==> config.mk <==
export PLATFORM = sky130hd
export DESIGN_NAME = bitwise_add_mul_div_unit_flat
export DESIGN_NICKNAME = d
export VERILOG_FILES = /design/src/sv/bamd_pkg.sv /design/src/sv/bamd_if.sv /design/src/sv/bitwise_add_mul_div_unit.sv /design/src/sv/bamd_addsub.sv /design/src/flat_wrapper.sv
export SDC_FILE = /design/constraint.sdc
export NUM_CORES = 1
export LEC_CHECK = 0
export BUFFER_PORTS_ARGS = -buffer_cell sky130_fd_sc_hd__buf_2
export CORE_UTILIZATION = 34
export DETAILED_ROUTE_END_ITERATION = 12
export PLACE_DENSITY = 0.63
export SLEW_MARGIN = 20
export SYNTH_ARGS = -nofsm -noshare
export SYNTH_HDL_FRONTEND = slang
export SYNTH_SLANG_ARGS = --single-unit
==> constraint.sdc <==
create_clock -name clk -period 5.75 [get_ports clk]
set_input_delay 0.8625 -clock clk [delete_from_list [all_inputs] [get_ports clk]]
set_output_delay 0.8625 -clock clk [all_outputs]
set_load 0.05 [all_outputs]
==> src/sv/bamd_pkg.sv <==
package bamd_pkg;

  // default operand width
  localparam int unsigned DATA_WIDTH_DEF = 32;

  // operation codes
  typedef logic [1:0] op_t;
  localparam op_t OP_ADD = 2'd0;
  localparam op_t OP_SUB = 2'd1;
  localparam op_t OP_MUL = 2'd2;
  localparam op_t OP_DIV = 2'd3;

endpackage

==> src/sv/bamd_if.sv <==
// request channel: operation and two operands
interface bamd_in_if #(
  parameter int unsigned W = bamd_pkg::DATA_WIDTH_DEF
);
  import bamd_pkg::*;

  logic                valid;
  logic                ready;
  op_t                 operation;
  logic signed [W-1:0] operand_a;
  logic signed [W-1:0] operand_b;

  modport source (output valid, output operation, output operand_a, output operand_b,
                  input ready);
  modport sink (input valid, input operation, input operand_a, input operand_b,
                output ready);
endinterface

// result channel: one word per request
interface bamd_out_if #(
  parameter int unsigned W = bamd_pkg::DATA_WIDTH_DEF
);
  logic                valid;
  logic                ready;
  logic signed [W-1:0] result_value;
  logic                divide_by_zero;

  modport source (output valid, output result_value, output divide_by_zero, input ready);
  modport sink (input valid, input result_value, input divide_by_zero, output ready);
endinterface

==> src/sv/bitwise_add_mul_div_unit.sv <==
// signed integer unit with one shared adder/subtractor under a small sequencer.
// each request word carries an operation (add, subtract, multiply, divide) and two
// two's complement operands of DATA_WIDTH bits; exactly one result word comes back.
// add and subtract wrap. multiply is an unsigned shift-and-add over all multiplier
// bits and keeps the low DATA_WIDTH bits, which equal the low bits of the signed
// product. divide is restoring shift-subtract on the operand magnitudes; the
// quotient truncates toward zero, takes the xor of the operand signs, and the most
// negative value over minus one wraps to itself. a zero divisor gives 0 with
// divide_by_zero set. before the result is offered, add/subtract take the sum, multiply
// works over every multiplier bit, divide does two operand negations, one bit per cycle
// and one quotient negation, and divide by zero goes straight to the result. every
// step goes through the single adder, so one request is in flight at a time and
// in_chan.ready is high only while the sequencer is idle. a finished result sits in
// an output register, so a new request may be taken while it waits to be read.
module bitwise_add_mul_div_unit #(
  parameter int unsigned DATA_WIDTH = bamd_pkg::DATA_WIDTH_DEF
) (
  input  logic    clk,
  input  logic    rst_n,
  bamd_in_if.sink    in_chan,
  bamd_out_if.source out_chan
);
  import bamd_pkg::*;

  localparam int unsigned CNT_W = $clog2(DATA_WIDTH);
  localparam logic [CNT_W-1:0] CNT_LAST = CNT_W'(DATA_WIDTH - 1);

  // sequencer states
  localparam logic [2:0] S_IDLE = 3'd0;
  localparam logic [2:0] S_ADD  = 3'd1;
  localparam logic [2:0] S_MUL  = 3'd2;
  localparam logic [2:0] S_NEGA = 3'd3;
  localparam logic [2:0] S_NEGB = 3'd4;
  localparam logic [2:0] S_DIV  = 3'd5;
  localparam logic [2:0] S_NEGQ = 3'd6;
  localparam logic [2:0] S_DONE = 3'd7;

  logic [2:0]            state_r, state_nxt;
  op_t                   op_r, op_nxt;
  logic [DATA_WIDTH-1:0] a_r, a_nxt;      // multiplicand, or dividend / quotient
  logic [DATA_WIDTH-1:0] b_r, b_nxt;      // multiplier, or divisor
  logic [DATA_WIDTH-1:0] acc_r, acc_nxt;  // product, remainder, or final result
  logic [CNT_W-1:0]      cnt_r, cnt_nxt;
  logic                  neg_r, neg_nxt;  // quotient takes a minus sign
  logic                  dz_r, dz_nxt;

  logic                  out_valid_r, out_valid_nxt;
  logic [DATA_WIDTH-1:0] out_value_r, out_value_nxt;
  logic                  out_dz_r, out_dz_nxt;

  // shared adder ports
  logic [DATA_WIDTH-1:0] add_x, add_y, add_sum;
  logic                  add_sub, add_carry;

  // remainder shifted left with the next dividend bit
  logic [DATA_WIDTH-1:0] rem_shift;

  logic in_fire, out_fire, out_free;

  assign in_chan.ready  = (state_r == S_IDLE);
  assign in_fire        = in_chan.valid && in_chan.ready;
  assign out_fire       = out_valid_r && out_chan.ready;
  assign out_free       = !out_valid_r || out_chan.ready;

  assign out_chan.valid          = out_valid_r;
  assign out_chan.result_value   = out_value_r;
  assign out_chan.divide_by_zero = out_dz_r;

  assign rem_shift = {acc_r[DATA_WIDTH-2:0], a_r[DATA_WIDTH-1]};

  bamd_addsub #(
    .DATA_WIDTH(DATA_WIDTH)
  ) u_addsub (
    .x     (add_x),
    .y     (add_y),
    .sub   (add_sub),
    .sum   (add_sum),
    .carry (add_carry)
  );

  // adder operand selection per step
  always_comb begin
    add_x   = acc_r;
    add_y   = b_r;
    add_sub = 1'b0;
    case (state_r)
      S_ADD: begin
        add_x   = a_r;
        add_y   = b_r;
        add_sub = (op_r == OP_SUB);
      end
      S_MUL: begin
        add_x = acc_r;
        add_y = a_r;
      end
      S_NEGA: begin
        add_x   = '0;
        add_y   = a_r;
        add_sub = 1'b1;
      end
      S_NEGB: begin
        add_x   = '0;
        add_y   = b_r;
        add_sub = 1'b1;
      end
      S_DIV: begin
        add_x   = rem_shift;
        add_y   = b_r;
        add_sub = 1'b1;
      end
      S_NEGQ: begin
        add_x   = '0;
        add_y   = a_r;
        add_sub = 1'b1;
      end
      default: begin
        add_x   = acc_r;
        add_y   = b_r;
        add_sub = 1'b0;
      end
    endcase
  end

  // sequencer
  always_comb begin
    state_nxt     = state_r;
    op_nxt        = op_r;
    a_nxt         = a_r;
    b_nxt         = b_r;
    acc_nxt       = acc_r;
    cnt_nxt       = cnt_r;
    neg_nxt       = neg_r;
    dz_nxt        = dz_r;
    out_valid_nxt = out_fire ? 1'b0 : out_valid_r;
    out_value_nxt = out_value_r;
    out_dz_nxt    = out_dz_r;

    case (state_r)
      S_IDLE: begin
        if (in_fire) begin
          op_nxt  = in_chan.operation;
          a_nxt   = in_chan.operand_a;
          b_nxt   = in_chan.operand_b;
          acc_nxt = '0;
          cnt_nxt = '0;
          neg_nxt = in_chan.operand_a[DATA_WIDTH-1] ^ in_chan.operand_b[DATA_WIDTH-1];
          dz_nxt  = 1'b0;
          case (in_chan.operation)
            OP_ADD, OP_SUB: state_nxt = S_ADD;
            OP_MUL:         state_nxt = S_MUL;
            default: begin
              if (in_chan.operand_b == '0) begin
                // zero divisor: result 0 with the flag
                dz_nxt    = 1'b1;
                state_nxt = S_DONE;
              end else begin
                state_nxt = S_NEGA;
              end
            end
          endcase
        end
      end
      S_ADD: begin
        acc_nxt   = add_sum;
        state_nxt = S_DONE;
      end
      S_MUL: begin
        // one multiplier bit per cycle, multiplicand moves left
        if (b_r[0]) begin
          acc_nxt = add_sum;
        end
        a_nxt   = {a_r[DATA_WIDTH-2:0], 1'b0};
        b_nxt   = {1'b0, b_r[DATA_WIDTH-1:1]};
        cnt_nxt = cnt_r + 1'b1;
        if (cnt_r == CNT_LAST) begin
          state_nxt = S_DONE;
        end
      end
      S_NEGA: begin
        if (a_r[DATA_WIDTH-1]) begin
          a_nxt = add_sum;
        end
        state_nxt = S_NEGB;
      end
      S_NEGB: begin
        if (b_r[DATA_WIDTH-1]) begin
          b_nxt = add_sum;
        end
        acc_nxt   = '0;
        cnt_nxt   = '0;
        state_nxt = S_DIV;
      end
      S_DIV: begin
        // restoring step: keep the difference only when there is no borrow,
        // quotient bits enter at the bottom of a_r as dividend bits leave the top
        acc_nxt = add_carry ? add_sum : rem_shift;
        a_nxt   = {a_r[DATA_WIDTH-2:0], add_carry};
        cnt_nxt = cnt_r + 1'b1;
        if (cnt_r == CNT_LAST) begin
          state_nxt = S_NEGQ;
        end
      end
      S_NEGQ: begin
        acc_nxt   = neg_r ? add_sum : a_r;
        state_nxt = S_DONE;
      end
      S_DONE: begin
        // hold here while the output register still has an unread word
        if (out_free) begin
          out_valid_nxt = 1'b1;
          out_value_nxt = acc_r;
          out_dz_nxt    = dz_r;
          state_nxt     = S_IDLE;
        end
      end
      default: begin
        state_nxt = S_IDLE;
      end
    endcase
  end

  always_ff @(posedge clk) begin
    if (!rst_n) begin
      state_r     <= S_IDLE;
      out_valid_r <= 1'b0;
    end else begin
      state_r     <= state_nxt;
      out_valid_r <= out_valid_nxt;
    end
  end

  // datapath, no reset needed
  always_ff @(posedge clk) begin
    op_r        <= op_nxt;
    a_r         <= a_nxt;
    b_r         <= b_nxt;
    acc_r       <= acc_nxt;
    cnt_r       <= cnt_nxt;
    neg_r       <= neg_nxt;
    dz_r        <= dz_nxt;
    out_value_r <= out_value_nxt;
    out_dz_r    <= out_dz_nxt;
  end

endmodule

==> src/sv/bamd_addsub.sv <==
module bamd_addsub #(
  parameter int unsigned DATA_WIDTH = bamd_pkg::DATA_WIDTH_DEF
) (
  input  logic [DATA_WIDTH-1:0] x,
  input  logic [DATA_WIDTH-1:0] y,
  input  logic                  sub,
  output logic [DATA_WIDTH-1:0] sum,
  output logic                  carry
);
  logic [DATA_WIDTH:0] full;

  // x - y as x + ~y + 1; carry out set means no borrow (x >= y)
  assign full  = {1'b0, x} + {1'b0, (sub ? ~y : y)} + {{DATA_WIDTH{1'b0}}, sub};
  assign sum   = full[DATA_WIDTH-1:0];
  assign carry = full[DATA_WIDTH];

endmodule
==> src/flat_wrapper.sv <==
// flat-port wrapper written by rule: the top's interface ports become plain ports
module bitwise_add_mul_div_unit_flat import bamd_pkg::*;
#(
  parameter int unsigned DATA_WIDTH = bamd_pkg::DATA_WIDTH_DEF
)
  (clk, rst_n, in_chan_valid, in_chan_operation, in_chan_operand_a, in_chan_operand_b, in_chan_ready, out_chan_valid, out_chan_result_value, out_chan_divide_by_zero, out_chan_ready);
  bamd_in_if in_chan_i ();
  bamd_out_if out_chan_i ();
  input  logic clk;
  input  logic rst_n;
  input wire logic [$bits(in_chan_i.valid)-1:0] in_chan_valid;
  input wire logic [$bits(in_chan_i.operation)-1:0] in_chan_operation;
  input wire logic [$bits(in_chan_i.operand_a)-1:0] in_chan_operand_a;
  input wire logic [$bits(in_chan_i.operand_b)-1:0] in_chan_operand_b;
  output wire logic [$bits(in_chan_i.ready)-1:0] in_chan_ready;
  output wire logic [$bits(out_chan_i.valid)-1:0] out_chan_valid;
  output wire logic [$bits(out_chan_i.result_value)-1:0] out_chan_result_value;
  output wire logic [$bits(out_chan_i.divide_by_zero)-1:0] out_chan_divide_by_zero;
  input wire logic [$bits(out_chan_i.ready)-1:0] out_chan_ready;
  assign in_chan_i.valid = in_chan_valid;
  assign in_chan_i.operation = in_chan_operation;
  assign in_chan_i.operand_a = in_chan_operand_a;
  assign in_chan_i.operand_b = in_chan_operand_b;
  assign in_chan_ready = in_chan_i.ready;
  assign out_chan_valid = out_chan_i.valid;
  assign out_chan_result_value = out_chan_i.result_value;
  assign out_chan_divide_by_zero = out_chan_i.divide_by_zero;
  assign out_chan_i.ready = out_chan_ready;
  bitwise_add_mul_div_unit #(.DATA_WIDTH(DATA_WIDTH)) u_core (.clk(clk), .rst_n(rst_n), .in_chan(in_chan_i), .out_chan(out_chan_i));
endmodule
==> metrics.txt <==
status=finished, final reports clean; die height=171 um; routed vias=8589; CP max FO=26; clock root cell=clkbuf_16; Slowest cell on crit path=dfxtp_2; Worst EP required=5950 ps; Fin. Hold Viols=0; critical path data arrival time=5310 ps; initial antenna violation count=0; H-tree levels=4; Yosys warnings=0; n_diodes=0; DRC=0; PD cells=711 mW/mm^2; crit start category=flop; Min Clock Period, post-route=5110 ps; IO buf count=104; first-pass iteration count of the detailed router=8; io pins=105; Synth Area per Inst=10.1 um^2; Worst-path clk slew=70 ps; Post-Synth Adder-Cell Area=0.0444; Post-Synth XOR/XNOR Area=0.0575; internal power=4110 uW; Pleak=0.00445 uW; Slew headroom=0.320; Final Setup Violations=0; detailed placement HPWL=22700 um; post-synthesis sequential area ratio=0.433; critical path endpoint category=flop; Peak supply drop=329 uV; global placement routability congestion=0.877; setup TNS=0 ps; mux cell area share after synthesis=0.0687; FF+latch count, synth=142; CTS Sinks=142; post_cts resized=0; net switching power=3920 uW; Fin Clk Skew=14.7 ps; final wirelength=32600 um; CTS tree=yes; Synth Area in Compound Gates=0.257; crit path kind=flop to flop; Die X=171 um; most frequent CP cell=buf_4; First DRT Iteration DRCs=1093; Area growth syn-to-layout=15.9%; largest net degree at the start of global routing=46; Post-CTS Setup Bufs=0; post-synthesis simple-gate area fraction=0.0949; Routed WL per cell=22.7 um; ys async rst share=0; CP cell instances=a21boi_4 -> buf_4 -> mux2i_1 -> xor2_1 -> ha_1 -> and4_4 -> and3_1 -> a221o_1 -> o311ai_2 -> o211ai_1 -> a21oi_4 -> nor2_1 -> nor2_2 -> buf_4 -> o21ai_0 -> a22o_1; # Max-Cap Violations=0; area of the mapped netlist=0.00976 mm^2; Worst-Skew Late Latency=440 ps; logic gate share of total power=0.602; starting density of the core=0.348; clk buf depth=2; clock share of power=0.139; CP max stage delay=470 ps; Pins Over Slew Limit=0; DP Worst Slack=755 ps; Setup WS post-layout=640 ps; RSZ-0062 raised after global routing=no; Core ar.=0.0280 mm^2; cell count after synthesis=969; post-DR vias/cell=5.99; Worst-Margin Slew=1010 ps; largest family of logic cells by synthesized area=compound AO/OA/AOI/OAI gates; Die ar.=0.0294 mm^2; vias in the first global route=8292; fin crit share=0.889; GR Overflow Total=0; achievable frequency=196 MHz; row count=61; Seq pwr share=0.259; hold bufs inserted after CTS=0; first-pass GRT wire length=49100 um; Worst Hold Class=flop to flop; synth unique cells=61; CTS Buf Count=17; switching share of power=0.488; top_reg_cell synth=edfxtp_1; nets@finish=1147; Syn Nets=1073; ANT nets after route=0; gr usage total=0.224; layout cells sized above 1=0.179; Post-synth EDFFs=138
[sequential cells by signal, indices dropped and copies added (netlist names)]
| register | cells |
|---|---|
| u_core.a_r | 32 |
| u_core.out_chan.result_value | 32 |
| u_core.op_r | 2 |
| u_core.cnt_r | 5 |
| u_core.neg_r | 1 |
| u_core.acc_r | 32 |
| u_core.out_chan.valid | 1 |
| u_core.state_r | 3 |
| u_core.b_r | 32 |
| u_core.out_chan.divide_by_zero | 1 |
| u_core.dz_r | 1 |
[worst max-delay path: cells and delay by family, from the launching register on]
kind / cells / cell delay [ps]
buffers and inverters: 2 / 710
DFF: 1 / 470
muxes: 1 / 310
and+or+nand+nor: 4 / 940
adders and majority gates: 1 / 340
xor gates and xnor gates: 1 / 190
AOI/OAI and AO/OA: 7 / 1880
[metal layers]
layer  GRT usage  vias up  wire (um)
met3      0.0414       70       2720
met2       0.353      428      15000
met4       0.108        0       1270
met1       0.296     4176      13600
li1            -     3915          -
met5           0        -          0
[metrics by stage]
step | power [uW] | instance area (um^2) | instances | hold WS (ps) | utilization
2_1_floorplan | 5440 | 9760 | 969 | 400 | -
3_3_place_gp | 6750 | 10700 | 1401 | 405 | 0.382
3_5_place_dp | 6790 | 10700 | 1402 | 425 | 0.383
4_1_cts | 7940 | 11300 | 1434 | 441 | 0.404
5_1_grt | 8520 | 11300 | 1434 | 447 | 0.404
6_report | 8040 | 11300 | 1434 | 436 | 0.404
[cells by family after synthesis]
family	Yosys count
XOR/XNOR	64
multiplexers	67
AND/OR/NAND/NOR	185
AO/OA/AOI/OAI	365
buffers and inverters	112
flip-flops	142
adder cells (fa/ha/maj)	34
[synth_stat cells, drive strengths merged (24+ instances only)]
master	number	area share
a21o	29	0.022
a21oi	49	0.027
a222oi	24	0.025
a22o	39	0.035
a22oi	57	0.044
clkbuf	56	0.022
edfxtp	138	0.42
ha	33	0.042
inv	35	0.013
mux2i	67	0.069
nand2	39	0.015
nand3	42	0.022
nor2	41	0.016
o21ai	116	0.060
xor2	49	0.044
[final timing paths]
kind | startpoint | to | slack (ps) | cells past startpoint
setup / recovery | u_core.state_r[1] | u_core.acc_r[7] | 640 | 16
hold / removal | u_core.dz_r | u_core.out_chan.divide_by_zero | 440 | 0
setup reg to reg | u_core.state_r[1] | u_core.acc_r[7] | 640 | 16
hold reg to reg | u_core.dz_r | u_core.out_chan.divide_by_zero | 440 | 0
[area by class of cell]
| cell class | instances | area [um^2] |
|---|---|---|
| inverters | 35 | 131 |
| clock inverters | 15 | 144 |
| repair buffers | 132 | 763 |
| clock buffers | 17 | 425 |
| well taps | 378 | 473 |
| flip-flops and latches | 142 | 4230 |
| fillers | 2763 | 16700 |
| multi-input cells | 715 | 5140 |
[power groups by stage]
stage | combinational, uW | clock, uW | sequential, uW
4_1_cts | 4740 | 1120 | 2070
5_1_grt | 5250 | 1160 | 2120
3_5_place_dp | 4700 | 0 | 2090
6_report | 4840 | 1110 | 2090
2_1_floorplan | 3490 | 0 | 1950
3_3_place_gp | 4670 | 0 | 2090
[placed cells by master (no fill, tap or decap), types with 39 or more instances in the layout]
cell type and n:
buf_2 104, nand3_1 41, xor2_1 49, a21oi_1 47, a22oi_1 56, a22o_1 39
o21ai_0 108, nand2_1 39, mux2i_1 67, edfxtp_1 138
(Power assumes the default switching activity.)
